$ cat config.mk
export PLATFORM = sky130hd
export DESIGN_NAME = texture_slot_batcher_unit
export DESIGN_NICKNAME = d
export VERILOG_FILES = /design/src/sv/tsb_pkg.sv /design/src/sv/tsb_regs.sv /design/src/sv/tsb_slot_table.sv /design/src/sv/texture_slot_batcher_unit.sv
export SDC_FILE = /design/constraint.sdc
export NUM_CORES = 2
export LEC_CHECK = 0
export CORE_MARGIN = 4
export CORE_UTILIZATION = 30
export CTS_CLUSTER_DIAMETER = 100
export CTS_CLUSTER_SIZE = 40
export DETAILED_ROUTE_END_ITERATION = 8
export DONT_BUFFER_PORTS = 1
export GPL_ROUTABILITY_DRIVEN = 0
export PLACE_DENSITY = 0.55
export SYNTH_ARGS = -nofsm -noshare
export SYNTH_HDL_FRONTEND = slang
export SYNTH_SLANG_ARGS = --single-unit
export TNS_END_PERCENT = 1
$ cat constraint.sdc
create_clock -name clk -period 22 [get_ports clk]
set_clock_uncertainty 0.2 [all_clocks]
set_input_delay 5.5 -clock clk [delete_from_list [all_inputs] [get_ports clk]]
set_output_delay 5.5 -clock clk [all_outputs]
set_load 0.05 [all_outputs]
$ cat src/sv/tsb_pkg.sv
// Shared types and constants for the texture slot batcher.
`timescale 1ns / 1ps
`default_nettype none
package tsb_pkg;

    localparam int SLOTS   = 32;
    localparam int ID_BITS = 32;
    localparam int SLOT_W  = $clog2(SLOTS);
    localparam int USED_W  = $clog2(SLOTS + 1);
    localparam int QUAD_W  = 16;
    localparam int ADDR_W  = 3;
    localparam int DATA_W  = 32;

    localparam logic KIND_ASSIGN = 1'b0;
    localparam logic KIND_FLUSH  = 1'b1;

    localparam logic REG_MAX_SLOTS = 1'b0;
    localparam logic REG_MAX_QUADS = 1'b1;

    localparam logic [USED_W-1:0] MAX_SLOTS_RST = USED_W'(32);
    localparam logic [QUAD_W-1:0] MAX_QUADS_RST = QUAD_W'(1024);

    typedef struct packed {
        logic               kind;
        logic [SLOT_W-1:0]  slot;
        logic [QUAD_W-1:0]  quads;
        logic [USED_W-1:0]  used;
    } res_t;

    typedef struct packed {
        logic               en;
        logic [SLOT_W-1:0]  addr;
        logic [ID_BITS-1:0] id;
    } tbl_wr_t;

    typedef struct packed {
        logic               hit;
        logic [SLOT_W-1:0]  slot;
    } tbl_hit_t;

endpackage
`default_nettype wire

$ cat src/sv/tsb_regs.sv
// APB configuration registers: max_slots and max_quads.
`timescale 1ns / 1ps
`default_nettype none
module tsb_regs
(
    input  wire logic                       clk,
    input  wire logic                       rst_n,
    input  wire logic                       psel,
    input  wire logic                       penable,
    input  wire logic                       pwrite,
    input  wire logic [tsb_pkg::ADDR_W-1:0] paddr,
    input  wire logic [tsb_pkg::DATA_W-1:0] pwdata,
    output logic      [tsb_pkg::DATA_W-1:0] prdata,
    output logic                            pready,
    output logic      [tsb_pkg::USED_W-1:0] max_slots,
    output logic      [tsb_pkg::QUAD_W-1:0] max_quads
);

    logic [tsb_pkg::USED_W-1:0] max_slots_reg;
    logic [tsb_pkg::QUAD_W-1:0] max_quads_reg;
    logic                       wr_en;
    logic                       reg_idx;

    assign pready  = 1'b1;
    assign wr_en   = psel & penable & pwrite;
    assign reg_idx = paddr[2];

    always_ff @(posedge clk or negedge rst_n)
    begin
        if (!rst_n)
        begin
            max_slots_reg <= tsb_pkg::MAX_SLOTS_RST;
            max_quads_reg <= tsb_pkg::MAX_QUADS_RST;
        end
        else if (wr_en)
        begin
            unique case (reg_idx)
                tsb_pkg::REG_MAX_SLOTS: max_slots_reg <= pwdata[tsb_pkg::USED_W-1:0];
                tsb_pkg::REG_MAX_QUADS: max_quads_reg <= pwdata[tsb_pkg::QUAD_W-1:0];
                default:                max_quads_reg <= max_quads_reg;
            endcase
        end
    end

    always_comb
    begin
        unique case (reg_idx)
            tsb_pkg::REG_MAX_SLOTS: prdata = tsb_pkg::DATA_W'(max_slots_reg);
            tsb_pkg::REG_MAX_QUADS: prdata = tsb_pkg::DATA_W'(max_quads_reg);
            default:                prdata = '0;
        endcase
    end

    assign max_slots = max_slots_reg;
    assign max_quads = max_quads_reg;

endmodule
`default_nettype wire

$ cat src/sv/tsb_slot_table.sv
// Slot identifier table with parallel lookup over the bound slots.
`timescale 1ns / 1ps
`default_nettype none
module tsb_slot_table
(
    input  wire logic                        clk,
    input  wire tsb_pkg::tbl_wr_t            wr,
    input  wire logic [tsb_pkg::ID_BITS-1:0] lookup_id,
    input  wire logic [tsb_pkg::USED_W-1:0]  used,
    output tsb_pkg::tbl_hit_t                hit
);

    logic [tsb_pkg::ID_BITS-1:0] ids_reg [tsb_pkg::SLOTS];
    logic [tsb_pkg::SLOTS-1:0]   match;

    always_ff @(posedge clk)
    begin
        if (wr.en)
            ids_reg[wr.addr] <= wr.id;
    end

    // slot 0 is the white texture and never matches
    always_comb
    begin
        match[0] = 1'b0;
        for (int j = 1; j < tsb_pkg::SLOTS; j++)
            match[j] = (tsb_pkg::USED_W'(j) < used) && (ids_reg[j] == lookup_id);
    end

    always_comb
    begin
        hit.hit  = 1'b0;
        hit.slot = '0;
        for (int j = tsb_pkg::SLOTS - 1; j >= 1; j--)
        begin
            if (match[j])
            begin
                hit.hit  = 1'b1;
                hit.slot = tsb_pkg::SLOT_W'(j);
            end
        end
    end

endmodule
`default_nettype wire

$ cat src/sv/texture_slot_batcher_unit.sv
// Top level: texture slot batcher, request register, batch control and result buffer.
//
//  channel | direction | handshake                  | payload
//  --------+-----------+----------------------------+---------------------------------------
//  in      | input     | in_valid / in_stall        | texture_id, end_of_frame
//  out     | output    | out_valid / out_stall      | result_kind, slot, batch_quads,
//          |           |                            | slots_used, last
//  cfg     | input     | APB psel/penable/pwrite    | paddr, pwdata, prdata (pready tied high)
//
// A request is registered, then looked up, assigned and turned into 1 to 3 results
// held in a result buffer; one result leaves per cycle while out_stall is low.
// Requests with one result run at one per cycle while the output is not stalled.
// Output stall backs up through the result buffer into the request register.
// Reset clears counters and valids; the slot table needs no clearing.
`timescale 1ns / 1ps
`default_nettype none
module texture_slot_batcher_unit
(
    input  wire logic                       clk,
    input  wire logic                       rst_n,
    input  wire logic                       in_valid,
    output logic                            in_stall,
    input  wire logic [31:0]                texture_id,
    input  wire logic                       end_of_frame,
    output logic                            out_valid,
    input  wire logic                       out_stall,
    output logic                            result_kind,
    output logic      [4:0]                 slot,
    output logic      [15:0]                batch_quads,
    output logic      [5:0]                 slots_used,
    output logic                            last,
    input  wire logic                       psel,
    input  wire logic                       penable,
    input  wire logic                       pwrite,
    input  wire logic [tsb_pkg::ADDR_W-1:0] paddr,
    input  wire logic [tsb_pkg::DATA_W-1:0] pwdata,
    output logic      [tsb_pkg::DATA_W-1:0] prdata,
    output logic                            pready
);

    localparam logic [tsb_pkg::QUAD_W-1:0] QUAD_SAT = '1;

    logic [tsb_pkg::USED_W-1:0]  max_slots;
    logic [tsb_pkg::QUAD_W-1:0]  max_quads;

    logic                        in_vld_reg;
    logic [tsb_pkg::ID_BITS-1:0] in_id_reg;
    logic                        in_eof_reg;

    logic [tsb_pkg::QUAD_W-1:0]  quads_reg, quads_next;
    logic [tsb_pkg::USED_W-1:0]  used_reg, used_next;

    logic                        buf_vld_reg;
    tsb_pkg::res_t               res_reg [3];
    tsb_pkg::res_t               res_next [3];
    logic [1:0]                  cnt_reg, cnt_next;
    logic [1:0]                  idx_reg;

    tsb_pkg::tbl_wr_t            tbl_wr;
    tsb_pkg::tbl_hit_t           tbl_hit;

    logic                        out_fire, buf_done, load, in_fire;
    logic [tsb_pkg::USED_W-1:0]  limit;
    logic                        flush_q, flush_s, pre_emit, id_nz, need_new;
    logic [tsb_pkg::QUAD_W-1:0]  q1, q2, q3;
    logic [tsb_pkg::USED_W-1:0]  s1, s2, s3;
    logic [tsb_pkg::SLOT_W-1:0]  slot_asg;
    tsb_pkg::res_t               r_pre, r_asg, r_eof;

    tsb_regs u_regs
    (
        .clk       (clk),
        .rst_n     (rst_n),
        .psel      (psel),
        .penable   (penable),
        .pwrite    (pwrite),
        .paddr     (paddr),
        .pwdata    (pwdata),
        .prdata    (prdata),
        .pready    (pready),
        .max_slots (max_slots),
        .max_quads (max_quads)
    );

    // quad-limit close empties the batch, so the lookup only sees slots after it
    tsb_slot_table u_table
    (
        .clk       (clk),
        .wr        (tbl_wr),
        .lookup_id (in_id_reg),
        .used      (s1),
        .hit       (tbl_hit)
    );

    assign out_fire = buf_vld_reg & ~out_stall;
    assign buf_done = out_fire & (idx_reg == cnt_reg);
    assign load     = in_vld_reg & (~buf_vld_reg | buf_done);
    assign in_stall = in_vld_reg & ~load;
    assign in_fire  = in_valid & ~in_stall;

    always_comb
    begin
        if (max_slots < tsb_pkg::USED_W'(2))
            limit = tsb_pkg::USED_W'(2);
        else if (max_slots > tsb_pkg::USED_W'(tsb_pkg::SLOTS))
            limit = tsb_pkg::USED_W'(tsb_pkg::SLOTS);
        else
            limit = max_slots;
    end

    always_comb
    begin
        id_nz    = (in_id_reg != '0);
        flush_q  = (quads_reg >= max_quads);
        q1       = flush_q ? '0 : quads_reg;
        s1       = flush_q ? tsb_pkg::USED_W'(1) : used_reg;
        need_new = id_nz & ~tbl_hit.hit;
        flush_s  = need_new & (s1 >= limit);
        q2       = flush_s ? '0 : q1;
        s2       = flush_s ? tsb_pkg::USED_W'(1) : s1;
        s3       = need_new ? s2 + tsb_pkg::USED_W'(1) : s1;
        q3       = (q2 < QUAD_SAT) ? q2 + tsb_pkg::QUAD_W'(1) : q2;
        pre_emit = (flush_q | flush_s) & (quads_reg != '0);

        if (need_new)
            slot_asg = s2[tsb_pkg::SLOT_W-1:0];
        else if (id_nz)
            slot_asg = tbl_hit.slot;
        else
            slot_asg = '0;

        tbl_wr.en   = load & need_new;
        tbl_wr.addr = s2[tsb_pkg::SLOT_W-1:0];
        tbl_wr.id   = in_id_reg;

        r_pre = '{kind: tsb_pkg::KIND_FLUSH, slot: '0, quads: quads_reg, used: used_reg};
        r_asg = '{kind: tsb_pkg::KIND_ASSIGN, slot: slot_asg, quads: '0, used: '0};
        r_eof = '{kind: tsb_pkg::KIND_FLUSH, slot: '0, quads: q3, used: s3};

        res_next[0] = pre_emit ? r_pre : r_asg;
        res_next[1] = pre_emit ? r_asg : r_eof;
        res_next[2] = r_eof;
        // count holds the index of the last result
        cnt_next    = 2'(pre_emit) + 2'(in_eof_reg);

        quads_next  = in_eof_reg ? '0 : q3;
        used_next   = in_eof_reg ? tsb_pkg::USED_W'(1) : s3;
    end

    always_ff @(posedge clk or negedge rst_n)
    begin
        if (!rst_n)
        begin
            in_vld_reg  <= 1'b0;
            buf_vld_reg <= 1'b0;
            quads_reg   <= '0;
            used_reg    <= tsb_pkg::USED_W'(1);
            cnt_reg     <= '0;
            idx_reg     <= '0;
        end
        else
        begin
            if (in_fire)
                in_vld_reg <= 1'b1;
            else if (load)
                in_vld_reg <= 1'b0;

            if (load)
            begin
                buf_vld_reg <= 1'b1;
                cnt_reg     <= cnt_next;
                idx_reg     <= '0;
                quads_reg   <= quads_next;
                used_reg    <= used_next;
            end
            else if (buf_done)
                buf_vld_reg <= 1'b0;
            else if (out_fire)
                idx_reg <= idx_reg + 2'd1;
        end
    end

    always_ff @(posedge clk)
    begin
        if (in_fire)
        begin
            in_id_reg  <= texture_id[tsb_pkg::ID_BITS-1:0];
            in_eof_reg <= end_of_frame;
        end
        if (load)
        begin
            res_reg[0] <= res_next[0];
            res_reg[1] <= res_next[1];
            res_reg[2] <= res_next[2];
        end
    end

    assign out_valid   = buf_vld_reg;
    assign result_kind = res_reg[idx_reg].kind;
    assign slot        = res_reg[idx_reg].slot;
    assign batch_quads = res_reg[idx_reg].quads;
    assign slots_used  = res_reg[idx_reg].used;
    assign last        = (idx_reg == cnt_reg);

endmodule
`default_nettype wire

==> metrics.md <==
| Metric | Value |
|---|---|
| Status | `completed` |
| Layer with the highest usage | `met2` |
| Clk sink count | `about 1200` |
| Complex-gate fraction of the synthesized area | `0.0281` |
| CP Buf/Inv Count | `0` |
| GRT met3 Usage | `0.0197` |
| Post-synthesis simple-gate area fraction | `0.0869` |
| DRC Markers | `0` |
| Max Cap Viol | `0` |
| Seq cells post-synth | `1153` |
| Peak VDD IR | `0.112 mV` |
| Crit path arrival time | `6260 ps` |
| Register share of total power | `0.494` |
| EDFF count, synth | `1103` |
| Die area | `0.178 sq mm` |
| Leakage | `17.1 nW` |
| Pre-CTS setup slack | `10030 ps` |
| CP delay by family, top | `compound AO/OA/AOI/OAI gates` |
| Total net switching power | `about 2.1 mW` |
| Setup TNS | `0 ps` |
| Met1 Resource Use GR | `0.209` |
| Final Routed Wirelength | `between 100 and 150 mm` |
| Crit end category | `output port` |
| Switching share of power | `0.368` |
| Synth warn | `0` |
| CTS tree | `built` |
| RSZ-0062 raised after global routing | `no` |
| Post-synth top area cell | `edfxtp_1` |
| Post-CTS sizing | `0` |
| Via Count | `27800` |
| Int Pwr | `3.58 mW` |
| # setup viols final | `0` |
| First-pass GRT wire length | `191 mm` |
| Multiplexer share of the synthesized area | `0.0118` |
| Critical path class | `in -> out` |
| Number of hold buffers added after cts | `0` |
| Largest net degree at the start of global routing | `88` |
| Synth area leaders | `edfxtp_1 65%, xnor2_1 8.7%, xor2_1 8.4%` |
| Clk root buf | `clkbuf_16` |
| Tmin final | `11960 ps` |
| Global route overflow | `0` |
| Reg clk slew, reported paths | `120 ps` |
| Final Core Density | `0.328` |
| Delay of the slowest critical-path stage | `between 700 and 800 ps` |
| Post-Syn Instances | `about 3500` |
| Detailed placement HPWL | `approximately 72 mm` |
| Cell Rows | `approximately 150` |
| Cell-by-cell trace of the critical path | `o21ai_1` |
| Worst hold path type | `reg -> reg` |
| Share of layout cells above drive strength 1 | `0.0727` |
| Footprint of the multi-input gates | `approximately 0.016 sq mm` |
| Comb power frac | `0.312` |
| # nets final | `3545` |
| GRT Overall Usage | `0.144` |
| Vias/cell | `4.88` |
| Setup bufs post-CTS | `0` |
| Async set or reset register ratio after synthesis | `0.0434` |
| Cell with the most instances after synthesis | `edfxtp_1` |
| Num ports | `139` |
| Xor and xnor area share after synthesis | `0.172` |
| Synth cell count leaders | `1103 x edfxtp_1, 511 x xnor2_1, 495 x xor2_1` |
| Initial antenna violation count | `3` |
| Sequential element share of the synthesized area | `0.670` |
| Setup ws final | `10040 ps` |
| Initial Util | `0.302` |
| CTS Buf Count | `40` |
| Worst-path fanout max | `19` |
| Slew Limit Fails | `0` |
| F_max | `83.6 MHz` |
| Top_reg_cell synth | `edfxtp_1` |
| Slew headroom | `0.0629` |
| Synthesized area per cell | `between 10 and 15 sq um` |
| Final Cycle Share | `0.544` |
| Max Root-Sink Buffers | `3` |
| 1st-pass router iterations | `5` |
| PwrDens | `~100 mW/mm^2` |
| WL/cell | `23.2 microns` |
| IO Port Bufs | `0` |
| Register area | `0.0344 sq mm` |
| H-tree levels | `2` |
| DR iter-0 viols | `2508` |
| Chip Width | `422 microns` |
| Routed Antenna Nets | `0` |
| Layout fillers | `16700` |
| Netlist cell types | `82` |
| Number of global-route vias before repair | `27000` |
| Area share of the largest cell type after synthesis | `0.646` |
| Crit-path slowest cell | `o21ai_1` |
| Startpoint type of the worst setup path | `input port` |
| Die height | `~420 microns` |
| Worst-Margin Slew | `1390 ps` |
| Mapped Area | `0.0513 sq mm` |
| Global-route met2 utilization | `0.232` |
| Core Area | `0.170 sq mm` |
| Clock power share | `0.194` |
| Post-Synth Adder-Cell Area | `0.00634` |
| Largest family of logic cells by synthesized area | `XOR/XNOR gates` |
| Area grow syn2layout | `8.35%` |
| Largest register FFs | `992` |
| Worst-Skew Late Latency | `roughly 700 ps` |
| Critical Path RT | `between 15000 and 20000 ps` |
| Final Hold Violating Endpoints | `0` |
through the flow:
step                      std cells  power (mW)  hold slack (ps)  instance area [sq um]
after floorplan                3504        4.04              267                  51400
after global placement         5620        4.63              284                  54200
after detailed placement       5620        4.65              292                  54200
after CTS                      5684        5.74              323                  55600
after global routing           5685        5.94              354                  55600
final                          5688        5.67              321                  55600
cells in the final DEF, fill, tap and decap left out, types with 6 or more instances in the layout:
cell          n
mux2i_1      30
o211ai_1      8
edfxtp_1   1103
a21oi_1      37
conb_1       21
nor3_1       40
xor2_1      495
nand2b_1     13
buf_12       18
a21o_1        8
xnor2_1     511
nor4_2       17
nor2_1       87
o21ai_1      23
nor2_2       12
inv_1        36
a31oi_1       8
a211oi_1      8
clkbuf_16    41
dfrtp_1      45
or3_1        10
and2_1       27
o21ai_0      32
nor4_1      196
nand4b_1      9
ha_1         26
buf_4        85
nand3_1      35
nand4_1     184
a22o_1       10
nand2_1      97
nor2b_1       6
and3_1       24
mux2_2       27
final cells by class:
class                   instances  share of cell area
flip-flops and latches       1153               0.618
inverters                      38             0.00259
clock buffers                  43              0.0186
clock inverters                21             0.00664
repair buffers                103              0.0180
diodes                          4            0.000180
multi-input cells            2108               0.286
well taps                    2218              0.0499
metal layers:
| metal | share of wire | up-vias |
|---|---|---|
| met5 | 0 | - |
| met4 | 0.013 | 0 |
| met3 | 0.054 | 105 |
| met2 | 0.46 | 723 |
| met1 | 0.47 | 14200 |
| li1 | - | 12700 |
cell families after synthesis:
group,after synthesis
AO/OA/AOI/OAI,207
XOR/XNOR,1006
adder cells (fa/ha/maj),26
buffers and inverters,243
flip-flops,1153
multiplexers,57
other,2
AND/OR/NAND/NOR,791
power by group through the flow:
stage | Clock [mW] | Combinational [mW] | Sequential [mW]
finish | 1.10 | 1.77 | 2.80
global route | 1.21 | 1.91 | 2.82
CTS | 1.14 | 1.79 | 2.80
detailed placement | 0 | 1.79 | 2.86
global placement | 0 | 1.77 | 2.85
floorplan | 0 | 1.15 | 2.88
path summary, 6_finish.rpt:
path                               startpoint  slack (ps)  depth (start not counted)                    to
max in group asynchronous               rst_n       17110                          0           used_reg[0]
worst max-delay path                 paddr[2]       10040                          1             prdata[5]
worst max register to register  in_id_reg[19]       14030                         23        res_reg[1][17]
worst min-delay path               cnt_reg[1]         320                          2            cnt_reg[1]
worst min register to register     cnt_reg[1]         320                          2            cnt_reg[1]
min in group asynchronous               rst_n        4310                          0  u_regs.max_quads[13]
Note: power is estimated with default switching activity, not from simulation.
